[config.mk]
export PLATFORM = sky130hd
export DESIGN_NAME = hysteresis_peak_trough_detector
export DESIGN_NICKNAME = d
export VERILOG_FILES = /design/src/design/hptd_pkg.sv /design/src/design/hysteresis_peak_trough_detector.sv
export SDC_FILE = /design/constraint.sdc
export NUM_CORES = 1
export LEC_CHECK = 0
export ABC_CLOCK_PERIOD_IN_PS = 7500
export BUFFER_PORTS_ARGS = -buffer_cell sky130_fd_sc_hd__buf_2
export CORE_ASPECT_RATIO = 0.6
export CORE_UTILIZATION = 35
export DETAILED_ROUTE_END_ITERATION = 6
export GPL_TIMING_DRIVEN = 0
export PLACE_DENSITY = 0.63
export SLEW_MARGIN = 10
export SYNTH_ARGS = -nofsm -noshare
export SYNTH_HDL_FRONTEND = slang
export SYNTH_SLANG_ARGS = --single-unit
[constraint.sdc]
create_clock -name clk -period 7.5 [get_ports clk]
set_input_delay 0.375 -clock clk [delete_from_list [all_inputs] [get_ports clk]]
set_output_delay 0.375 -clock clk [all_outputs]
set_load 0.02 [all_outputs]
[src/design/hptd_pkg.sv]
package hptd_pkg;

  localparam int HYST_BITS        = 16;
  localparam int EVENT_INDEX_BITS = 32;

  localparam logic [HYST_BITS-1:0] HYST_RESET = 16'd1024;

  // event_kind codes
  localparam logic EV_PEAK   = 1'b0;
  localparam logic EV_TROUGH = 1'b1;

endpackage

[src/design/hysteresis_peak_trough_detector.sv]
// An accepted sample reaches its peak/trough request at the output through the input register
//   and then the result register.
// Throughput: one sample per cycle; the single decision stage between the two registers
//   and the 1-entry result register set this, stalling only when a new event meets a full output.
// Reset (rst, synchronous): mode undecided, no sample seen, index 0, hysteresis 1024, no request.
module hysteresis_peak_trough_detector #(
  parameter int SAMPLE_BITS = 16,
  parameter int INDEX_BITS  = 32
) (
  input  logic                                   clk,
  input  logic                                   rst,
  // configuration
  input  logic                                   hysteresis_wr_en,
  input  logic [hptd_pkg::HYST_BITS-1:0]         hysteresis_wr_data,
  // sample channel
  input  logic                                   sample_valid,
  output logic                                   sample_ready,
  input  logic signed [SAMPLE_BITS-1:0]          sample,
  // event channel
  output logic                                   event_valid,
  input  logic                                   event_ready,
  output logic                                   event_kind,
  output logic [hptd_pkg::EVENT_INDEX_BITS-1:0]  event_index
);

  import hptd_pkg::*;

  // Compare width: holds s + hysteresis and min + hysteresis without overflow.
  localparam int WIDE_BITS = ((SAMPLE_BITS > HYST_BITS) ? SAMPLE_BITS : HYST_BITS) + 2;

  typedef enum logic [1:0] {
    MODE_UNDECIDED = 2'd0,
    MODE_RISING    = 2'd1,
    MODE_FALLING   = 2'd2
  } mode_t;

  // ---------------------------------------------------------------------------
  // Configuration
  // ---------------------------------------------------------------------------
  logic [HYST_BITS-1:0] hysteresis;

  always_ff @(posedge clk) begin
    if (rst) begin
      hysteresis <= HYST_RESET;
    end else if (hysteresis_wr_en) begin
      hysteresis <= hysteresis_wr_data;
    end
  end

  // ---------------------------------------------------------------------------
  // Input register
  // ---------------------------------------------------------------------------
  logic                          in_valid;
  logic signed [SAMPLE_BITS-1:0] in_sample;
  logic                          advance;   // stage consumes its sample this cycle

  assign sample_ready = !in_valid || advance;

  always_ff @(posedge clk) begin
    if (rst) begin
      in_valid <= 1'b0;
    end else if (sample_ready) begin
      in_valid <= sample_valid;
    end
  end

  always_ff @(posedge clk) begin
    if (sample_ready && sample_valid) begin
      in_sample <= sample;
    end
  end

  // ---------------------------------------------------------------------------
  // Tracking state
  // ---------------------------------------------------------------------------
  mode_t                         mode, mode_next;
  logic                          first_seen;
  logic [INDEX_BITS-1:0]         sample_count;
  logic signed [SAMPLE_BITS-1:0] max_value, max_value_next;
  logic signed [SAMPLE_BITS-1:0] min_value, min_value_next;
  logic [INDEX_BITS-1:0]         max_index, max_index_next;
  logic [INDEX_BITS-1:0]         min_index, min_index_next;

  logic                          evt;
  logic                          evt_kind;
  logic [INDEX_BITS-1:0]         evt_index;

  logic signed [WIDE_BITS-1:0]   s_w, e_w, max_w, min_w;
  logic signed [SAMPLE_BITS-1:0] cur_max, cur_min;
  logic [INDEX_BITS-1:0]         cur_max_idx, cur_min_idx;
  logic                          max_le_s, max_ge_s_e, s_le_min, s_ge_min_e;

  // First sample seeds both extremes before the mode rules run.
  always_comb begin
    cur_max     = first_seen ? max_value : in_sample;
    cur_min     = first_seen ? min_value : in_sample;
    cur_max_idx = first_seen ? max_index : sample_count;
    cur_min_idx = first_seen ? min_index : sample_count;
  end

  // Widened compares, no saturation.
  assign s_w   = WIDE_BITS'(in_sample);
  assign e_w   = WIDE_BITS'($signed({1'b0, hysteresis}));
  assign max_w = WIDE_BITS'(cur_max);
  assign min_w = WIDE_BITS'(cur_min);

  assign max_le_s   = max_w <= s_w;
  assign max_ge_s_e = max_w >= s_w + e_w;
  assign s_le_min   = s_w <= min_w;
  assign s_ge_min_e = s_w >= min_w + e_w;

  always_comb begin
    mode_next      = mode;
    max_value_next = cur_max;
    max_index_next = cur_max_idx;
    min_value_next = cur_min;
    min_index_next = cur_min_idx;
    evt            = 1'b0;
    evt_kind       = EV_PEAK;
    evt_index      = cur_max_idx;

    case (mode)
      MODE_RISING: begin
        if (max_le_s) begin
          max_value_next = in_sample;
          max_index_next = sample_count;
        end else if (max_ge_s_e) begin
          // dropped far enough below the held max: confirm peak
          evt            = 1'b1;
          evt_kind       = EV_PEAK;
          evt_index      = cur_max_idx;
          min_value_next = in_sample;
          min_index_next = sample_count;
          mode_next      = MODE_FALLING;
        end
      end
      MODE_FALLING: begin
        if (s_le_min) begin
          min_value_next = in_sample;
          min_index_next = sample_count;
        end else if (s_ge_min_e) begin
          // rose far enough above the held min: confirm trough
          evt            = 1'b1;
          evt_kind       = EV_TROUGH;
          evt_index      = cur_min_idx;
          max_value_next = in_sample;
          max_index_next = sample_count;
          mode_next      = MODE_RISING;
        end
      end
      default: begin
        // undecided (and the unreachable code 3): pick a direction, track extremes
        if (max_ge_s_e) begin
          mode_next = MODE_FALLING;
        end else if (s_ge_min_e) begin
          mode_next = MODE_RISING;
        end
        if (max_le_s) begin
          max_value_next = in_sample;
          max_index_next = sample_count;
        end else if (s_le_min) begin
          min_value_next = in_sample;
          min_index_next = sample_count;
        end
      end
    endcase
  end

  // Hold the stage only when it would emit into a full, stalled output.
  assign advance = in_valid && (!evt || !event_valid || event_ready);

  always_ff @(posedge clk) begin
    if (rst) begin
      mode         <= MODE_UNDECIDED;
      first_seen   <= 1'b0;
      sample_count <= '0;
    end else if (advance) begin
      mode         <= mode_next;
      first_seen   <= 1'b1;
      sample_count <= sample_count + INDEX_BITS'(1);  // wraps at 2^INDEX_BITS
    end
  end

  always_ff @(posedge clk) begin
    if (advance) begin
      max_value <= max_value_next;
      max_index <= max_index_next;
      min_value <= min_value_next;
      min_index <= min_index_next;
    end
  end

  // ---------------------------------------------------------------------------
  // Result register
  // ---------------------------------------------------------------------------
  always_ff @(posedge clk) begin
    if (rst) begin
      event_valid <= 1'b0;
    end else if (advance && evt) begin
      event_valid <= 1'b1;
    end else if (event_ready) begin
      event_valid <= 1'b0;
    end
  end

  always_ff @(posedge clk) begin
    if (advance && evt) begin
      event_kind  <= evt_kind;
      event_index <= EVENT_INDEX_BITS'(evt_index);  // held index, zero-extended or cut to its low bits
    end
  end

endmodule
## Yosys cells after proc, flatten, opt, wreduce, memory -nomap -nowiden

Cells that the tools add are included.

| storage, ports and cells | value |
|---|---|
| bits in registers | 198 |
| input bits | 37 |
| output and inout bits | 35 |
| logic and storage cells | 74 |

| cells by class | value |
|---|---|
| add/sub/neg operators | 3 |
| order comparisons | 4 |
| equal/unequal tests | 5 |
| mux-type cells | 38 |
| reduce and logical (&&, ||, !) cells | 11 |

Operators with widths:

| operator | count |
|---|---|
| 32-bit 2-to-1 mux | 13 |
| 16-bit 2-to-1 mux | 10 |
| 32-bit one-hot mux with 2 select lines | 1 |
| 16-bit by 17-bit adder with 18-bit output | 2 |
| 16-bit by 18-bit greater-or-equal comparator with 1-bit output | 2 |
| 32-bit by 1-bit adder with 32-bit output (second input constant) | 1 |
| 16-bit less-or-equal comparator | 2 |
| 16-bit one-hot mux with 2 select lines | 1 |
| 2-bit 2-to-1 mux | 5 |
| 1-bit 2-to-1 mux | 6 |
| 2-bit inequality test (second input constant) | 3 |
| 2-bit one-hot mux with 2 select lines | 1 |
| 4-bit AND reduction | 1 |
| 1-bit logical AND | 3 |
| 1-bit zero test | 3 |
| 1-bit logical OR | 3 |
| 2-bit by 1-bit equality test with 1-bit output (second input constant) | 1 |
| 2-bit equality test (second input constant) | 1 |
| 1-bit one-hot mux with 2 select lines | 1 |
| 2-bit nonzero test | 1 |

## Logic depth before layout (Yosys ltp)

Gate-level depths: netlist (run 1).

| depth | value |
|---|---|
| word-level depth | 12 |
| depth in mapped cells | 28 |
| gate-level depth less buffers | 25 |

## Worst setup path after synthesis (run 1)

No wires, ideal clock.

| timing | value |
|---|---|
| kind | reg2reg |
| start point | register first_seen |
| end point | register max_index[0], enable pin |
| setup time | 0.450 ns |
| data arrival time | 6.820 ns |
| required time | 7.050 ns |
| slack | 0.230 ns |
| cell stages (with the launch flop) | 27 |
| path buffers | 5 |
| period minus slack after synthesis | 7.270 ns |
| cells stage by stage | dfxtp_1 > clkbuf_1 > clkbuf_1 > clkbuf_1 > a21oi_1 > inv_1 > ha_1 > fa_1 > a21oi_1 > o21ai_0 > o41ai_1 > o2111ai_1 > o211ai_1 > nor2_1 > a2111oi_0 > o21bai_1 > xnor2_1 > ha_1 > nand3_1 > nor4_1 > a2111oi_0 > mux2_2 > o32a_4 > o31ai_4 > buf_6 > buf_8 > inv_1 |

| between the ends | value |
|---|---|
| cells in the longest elaborated chain, start to end | 10 |
| elaborated cells on any way between the ends | 16 |
| those cells by class | add/sub: 1; order compare: 4; mux: 7; reduce/logical: 4 |

RTL lines:

| what | RTL line | text |
|---|---|---|
| start, declared | hysteresis_peak_trough_detector.sv:77 | `logic first_seen;` |
| start signal, assigned | hysteresis_peak_trough_detector.sv:175 | `first_seen <= 1'b0;` |
| start signal, assigned | hysteresis_peak_trough_detector.sv:179 | `first_seen <= 1'b1;` |
| 16-bit 2-to-1 mux | hysteresis_peak_trough_detector.sv:96 | `cur_min = first_seen ? min_value : in_sample;` |
| 16-bit by 17-bit adder with 18-bit output | hysteresis_peak_trough_detector.sv:110 | `assign s_ge_min_e = s_w >= min_w + e_w;` |
| 16-bit by 18-bit greater-or-equal comparator with 1-bit output | hysteresis_peak_trough_detector.sv:110 |  |
| 1-bit 2-to-1 mux | hysteresis_peak_trough_detector.sv:141 | `end else if (s_ge_min_e) begin` |
| 1-bit 2-to-1 mux | hysteresis_peak_trough_detector.sv:138 | `if (s_le_min) begin` |
| 1-bit one-hot mux with 2 select lines * | hysteresis_peak_trough_detector.sv:122 | `case (mode)` |
| 1-bit zero test * | hysteresis_peak_trough_detector.sv:170 | `assign advance = in_valid && (!evt \|\| !event_valid \|\| event_ready);` |
| 1-bit logical OR * (2 in series) | hysteresis_peak_trough_detector.sv:170 |  |
| 1-bit logical AND * | hysteresis_peak_trough_detector.sv:170 |  |
| end signal, assigned | hysteresis_peak_trough_detector.sv:187 | `max_index <= max_index_next;` |
| end, declared | hysteresis_peak_trough_detector.sv:81 | `logic [INDEX_BITS-1:0] max_index, max_index_next;` |

Mark *: on every way between the ends. The rest lies on a longest branch, timed or not.
A chain may end at the register's enable or synchronous reset.

## Worst setup path in the final report (run 1)

| timing | value |
|---|---|
| start point | register first_seen |
| end point | output sample_ready |

| between the ends | value |
|---|---|
| cells in the longest elaborated chain, start to end | 11 |
| elaborated cells on any way between the ends | 17 |
| those cells by class | add/sub: 1; order compare: 4; mux: 7; reduce/logical: 5 |

RTL lines:

| what | RTL line | text |
|---|---|---|
| 16-bit 2-to-1 mux | hysteresis_peak_trough_detector.sv:96 |  |
| 16-bit by 17-bit adder with 18-bit output | hysteresis_peak_trough_detector.sv:110 |  |
| 16-bit by 18-bit greater-or-equal comparator with 1-bit output | hysteresis_peak_trough_detector.sv:110 |  |
| 1-bit 2-to-1 mux | hysteresis_peak_trough_detector.sv:141 |  |
| 1-bit 2-to-1 mux | hysteresis_peak_trough_detector.sv:138 |  |
| 1-bit one-hot mux with 2 select lines * | hysteresis_peak_trough_detector.sv:122 |  |
| 1-bit zero test * | hysteresis_peak_trough_detector.sv:170 |  |
| 1-bit logical OR * (2 in series) | hysteresis_peak_trough_detector.sv:170 |  |
| 1-bit logical AND * | hysteresis_peak_trough_detector.sv:170 |  |
| 1-bit logical OR * | hysteresis_peak_trough_detector.sv:57 | `assign sample_ready = !in_valid \|\| advance;` |
| end, declared | hysteresis_peak_trough_detector.sv:17 | `output logic sample_ready,` |

Marks and branches as above.

==> results.yml, run 1 <==
sta:
  period_minus_slack_ns: 7.01
  worst_slew_pin_slew_ns: 1.03
  final.setup.worst_slack_ns: 0.493
  slew_viol_final: 0
  fin_crit_sh_pct: 93.4
  fin_skew_ns: 0.0112
  timing.fmax_mhz: 143
  final_hold_viol_count: 0
  slew_headroom_pct: 31.3
  rsz0062_at_grt: "false"
  setup_viol: 0
pwr:
  fin_total_pwr_mw: 3.03
  p_per_area_mw_per_mm2: 219
  power_switching_mw: 1.01
  clkPwrFrac_pct: 29.8
  ir_drop_mv: 0.162
  internal_power_mw: 2.02
  comb_power_share_pct: 27.4
  switching_share_pct: 33.3
  p_leak_nw: 5.39
  seq_power_share_pct: 42.9
place:
  port_buffers: 70
  dpl_worst_slack_ns: -0.270
  place_congestion: 0.865
  dp_hpwl_mm: 24.0
  place_area_sq_mm: 0.0132
floorplanning:
  die_x_microns: 243
  io_pins: 72
  die-area_sq_mm: 0.0356
  rows: 52
  initial_core_util_pct: 35.9
  die_y_microns: 147
  core-area_sq_mm: 0.0340
critical_path:
  crit_required_ns: 7.12
  reg2reg_slack_ns: 0.50
  worst_r2r_startpoint: "first_seen"
  cp-end-kind: "primary output"
  critPathMaxFanout: 10
  path_class: "reg -> out"
  worstSetupStartpointType: "flop"
  reg2regPathDepth: 26
  crit_arrival_ns: 6.63
  r2r_end: "event_index[13]"
grt:
  grt_pass1_wl_mm: 51.2
  globalRouteOverflowTotal: 0
  grt_usage_pct: 18.5
  grt_max_degree: 52
  grt_pass1_vias: 9020
  antenna_found_initial: 0
clocking:
  clk_pin_slew_ns: 0.08
  cts-htree-levels: 4
  cts_root_buf: "clkbuf_16"
  clk_latency_ns: 0.46
  cts-buffers-inserted: 17
  cts_tree: "built"
  hold_buffers: 0
  cts_max_path_buffers: 2
  clock_sinks: 198
synthesis:
  synth-xor-area-share_pct: 2.23
  synth_ff_type: "edfxtp_1"
  seq_area_frac_synth_pct: 44.4
  ys_warn_count: 0
  synthTopCellsByArea: "edfxtp_1, ha_1, dfxtp_1"
  synth.distinct_cells: 71
  ys_ff_latch: 198
  synth.avg_cell_area_sq_um: 10.4
  synth_simple_gate_area_share_pct: 12.4
  yosys.area_share.adder_pct: 11.1
  synth.area.mux_share_pct: 9.80
  synth_nets: 1314
  synthArstFlopShare_pct: 0
  syn_area_sq_mm: 0.0122
  yosysTopAreaCellShare_pct: 35.7
  synth-compound-area-share_pct: 15.9
  synth-edff-count: 145
  synth_top_family_by_area: "compound AO/OA/AOI/OAI gates"
  netlist_instances: 1170
  synth_top_cell_by_area: "edfxtp_1"
final_layout:
  nNetsFinal: 1407
  drive_gt1_share_pct: 13.4
  fin_area_sq_mm: 0.0138
  layout_common_cells: "edfxtp_1, nor2_1, ha_1, a21oi_1, buf_2"
  n_fill_cell: 3307
  antennaDiodeCount: 0
  post-route-util_pct: 40.6
  area_growth_pct: 13.2
  final_common_cell: "edfxtp_1"
hold_path:
  holdPathEnd: "in_sample[6]"
  hold_class: "in -> reg"
  whs_path_depth: 1
  min_from: "sample[6]"
route:
  drc: 0
  dr_total_vias: 9535
  drtPass1Iterations: 5
  wl_per_cell_microns: 18.7
  wl_met3_mm: 2.06
  wl_met1_mm: 17.3
  final_antenna_net_count: 0
  drtIter0Drc: 853
  top_layer: "met4"
  wl_met2_mm: 12.7
  routed_wirelength_mm: 32.4
  viasPerCell: 5.50
run:
  drv_cap: 0
status:
  status: "finished, final reports clean"
==> repair_timing <==
action,4_1_cts,5_1_grt
setup buffers,0,3
gates resized for setup,5,12
endpoints found under the setup margin,138,199
pin swaps,0,2
==> per-layer routing <==
layer  track usage [%]  vias to the layer above
met5                 0                        -
met4              3.74                        0
met3              4.49                       19
met2              25.1                      299
met1              29.0                     4635
li1                  -                     4582
==> cell usage after synthesis (all sizes together), types with 2 or more instances <==
master / n
nor3: 19
nand4: 17
xnor2: 19
a22o: 31
a2111oi: 3
o22ai: 3
a21oi: 102
and4: 2
dfxtp: 53
clkbuf: 39
o21ba: 3
nand2: 51
or2: 4
nor2b: 13
o21a: 9
a221oi: 2
or3: 9
o41ai: 8
mux2i: 52
xor2: 12
a21o: 22
nand3: 30
o31ai: 17
mux2: 60
a31oi: 3
and3: 5
edfxtp: 145
nor4: 9
buf: 17
inv: 70
o2111ai: 8
nor4b: 2
a211oi: 9
fa: 2
o21ai: 42
nand2b: 8
o21bai: 6
o211ai: 7
o31a: 2
nor2: 119
o221a: 3
or4: 17
ha: 105
==> area by class of cell <==
class                           count  area (sq um)  share of cell area (%)
Buffer                             55           255                    1.85
Clock inverter                     14           119                   0.860
Clock buffer                       18           439                    3.18
Inverter                           70           270                    1.96
Tap cell                          459           574                    4.16
Multi-Input combinational cell    846          6320                    45.8
Sequential cell                   198          5420                    39.2
Timing Repair Buffer               75           420                    3.04
==> cell families after synthesis <==
| group | Yosys count |
|---|---|
| AO/OA/AOI/OAI | 288 |
| XOR/XNOR | 31 |
| adder cells (fa/ha/maj) | 107 |
| buffers and inverters | 126 |
| flip-flops | 198 |
| multiplexers | 112 |
| AND/OR/NAND/NOR | 308 |
==> through the flow <==
| stage | instances | TNS, ns | hold slack (ns) |
|---|---|---|---|
| finish | 1735 | 0 | 0.0893 |
| global route | 1735 | 0 | 0.0688 |
| CTS | 1733 | 0 | 0.0681 |
| detailed placement | 1701 | -19.00 | 0.514 |
| global placement | 1699 | -283.45 | 0.509 |
| floorplan | 1170 | 0 | 0.474 |
==> registers in the layout, summed over array words and instances (netlist names), 2 cells and up <==
name,flops
hysteresis,16
in_sample,16
event_index,32
min_index,32
min_value,16
max_value,16
max_index,32
sample_count,32
mode,2
==> power groups by stage <==
stage | sequential [mW] | clock [mW] | combinational [mW]
after global routing | 1.30 | 0.953 | 0.924
after global placement | 1.32 | 0 | 0.778
final | 1.30 | 0.901 | 0.829
after floorplan | 1.31 | 0 | 0.584
after CTS | 1.30 | 0.920 | 0.814
after detailed placement | 1.32 | 0 | 0.803
==> critical path: stages (launching register included) <==
cell and delay, ns:
dfxtp_1 0.30, clkbuf_1 0.21, buf_2 0.27, buf_2 0.26
a21oi_1 0.21, inv_1 0.10, ha_1 0.23, fa_1 0.41
a21oi_1 0.17, o21ai_0 0.20, o41ai_2 0.45, o2111ai_1 0.21
o211ai_1 0.23, nor2_1 0.09, a2111oi_0 0.39, o21bai_1 0.14
xnor2_1 0.16, ha_1 0.31, nand3_1 0.12, nor3_1 0.18
o21ai_1 0.11, nand2b_1 0.09, mux2_2 0.43, o32a_4 0.27
nor2_1 0.23, nand3_1 0.19, buf_2 0.22
==> worst max path at each step <==
| stage | startpoint | end | depth (start not counted) |
|---|---|---|---|
| after floorplan | first_seen | max_index[0] | 26 |
| after global placement | first_seen | min_index[10] | 26 |
| after detailed placement | first_seen | max_index[20] | 26 |
| after CTS | first_seen | min_index[12] | 28 |
| after global routing | first_seen | event_index[13] | 26 |
| final | first_seen | sample_ready | 26 |
No activity file was read; power rests on OpenSTA's default activity.
==> run 2: changes to the inputs <==
BUFFER_PORTS_ARGS = -buffer_cell sky130_fd_sc_hd__buf_4   (was -buffer_cell sky130_fd_sc_hd__buf_2)
CORE_MARGIN = 2   (was not set)
==> results.yml, run 2 (synthesis results as in run 1) <==
status:
  status: "finished, final reports clean"
final_layout:
  drive_gt1_share_pct: 13.3
  layout_common_cells: "edfxtp_1, nor2_1, ha_1, a21oi_1, buf_4"
  antennaDiodeCount: 0
  fin_area_sq_mm: 0.0141
  final_common_cell: "edfxtp_1"
  nNetsFinal: 1407
  area_growth_pct: 15.2
  n_fill_cell: 3256
place:
  port_buffers: 70
  dp_hpwl_mm: 23.9
  place_congestion: 0.870
  place_area_sq_mm: 0.0134
floorplanning:
  io_pins: 72
  die_x_microns: 245
  initial_core_util_pct: 35.9
  die-area_sq_mm: 0.0364
  core-area_sq_mm: 0.0340
  die_y_microns: 149
  rows: 52
route:
  final_antenna_net_count: 0
  routed_wirelength_mm: 32.4
  wl_per_cell_microns: 18.7
  viasPerCell: 5.44
  drtIter0Drc: 1029
  drc: 0
  drtPass1Iterations: 6
  dr_total_vias: 9442
critical_path:
  worstSetupStartpointType: "flop"
  cp-end-kind: "flop"
  cp_slowest_cell: "mux2_2"
  reg2regPathDepth: 29
  critPathMaxFanout: 52
  crit_arrival_ns: 7.27
  slowest_delay_ns: 0.44
  crit_required_ns: 7.69
  path_class: "reg -> reg"
clocking:
  clock_sinks: 198
  clk_latency_ns: 0.46
  cts-htree-levels: 4
  cts-buffers-inserted: 17
  clk_pin_slew_ns: 0.08
  cts_tree: "built"
  cts_root_buf: "clkbuf_16"
  cts_max_path_buffers: 2
sta:
  final_hold_viol_count: 0
  rsz0062_at_grt: "false"
  setup_viol: 0
  slew_viol_final: 0
  slew_headroom_pct: 32.2
  period_minus_slack_ns: 7.08
  timing.fmax_mhz: 141
  fin_crit_sh_pct: 94.4
  worst_slew_pin_slew_ns: 1.02
  fin_skew_ns: 0.0105
  fin_tns_setup_ns: 0
run:
  drv_cap: 0
grt:
  grt_pass1_vias: 8547
  grt_usage_pct: 17.8
  grt_max_degree: 53
  antenna_found_initial: 0
  globalRouteOverflowTotal: 0
  grt_pass1_wl_mm: 49.7
hold_path:
  hold_class: "in -> reg"
  whs_path_depth: 1
pwr:
  p_per_area_mw_per_mm2: 222
  p_leak_nw: 5.47
  ir_drop_mv: 0.204
-- run 2: cell count changes in the layout (fill, tap and decap cells not counted), sizes merged --
cell,change
clkinv,-3
bufinv,+3
-- run 2: what timing repair did --
item	CTS	global route
setup buffers	0	3
pin swaps	0	2
resized for setup	3	14
hold buffers	0	0
endpoints found under the setup margin	76	204
-- run 2: routing by layer --
| metal | GRT usage [%] | wire [microns] | up-vias |
|---|---|---|---|
| li1 | - | - | 4583 |
| met1 | 29.2 | 17500 | 4530 |
| met2 | 22.4 | 12200 | 299 |
| met3 | 3.83 | 2270 | 30 |
| met4 | 4.82 | 443 | 0 |
| met5 | 0 | 0 | - |
-- run 2: cell type report --
type,instances,area [sq um],area share [%]
buffer,55,255,1.82
clock buffer,18,429,3.05
clock inverter,14,193,1.37
inverter,70,268,1.91
multi-input combinational,846,6320,45.0
sequential,198,5420,38.5
tap,459,574,4.09
timing repair buffer,75,596,4.24
-- run 2: report_power, final --
| part | switching (mW) | total, mW | internal (mW) |
|---|---|---|---|
| registers | 0.0400 | 1.30 | 1.26 |
| logic | 0.506 | 0.832 | 0.325 |
| clock network | 0.463 | 0.998 | 0.535 |
| total | 1.01 | 3.13 | 2.12 |
-- run 2: path summary, 6_finish.rpt --
path | start | end | slack (ns)
min reg2reg | hysteresis[10] | hysteresis[10] | 0.54
max | first_seen | min_value[1] | 0.42
max reg2reg | first_seen | min_value[1] | 0.42
min | sample[9] | in_sample[9] | 0.08
-- run 2: stage by stage --
step                      utilization [%]  hold WS, ns  std cells  power (mW)  worst slack (ns)
after floorplan                         -        0.474       1170        1.89             0.230
after global placement               39.1        0.506       1699        2.11             -2.29
after detailed placement             39.3        0.519       1701        2.13            -0.228
after CTS                            41.2       0.0590       1733        3.12            0.0198
after global routing                 41.3       0.0591       1735        3.28           0.00620
final                                41.3       0.0798       1735        3.13             0.416
-- run 2: worst max-delay path, delay by kind of cell, from the launching register on --
| kind | cells | cell delay, ns |
|---|---|---|
| DFF | 1 | 0.31 |
| AOI/OAI and AO/OA | 11 | 2.54 |
| and+or+nand+nor | 4 | 0.47 |
| adders and majority gates | 3 | 0.96 |
| xor gates and xnor gates | 1 | 0.15 |
| muxes | 1 | 0.44 |
| buffers and inverters | 9 | 1.88 |
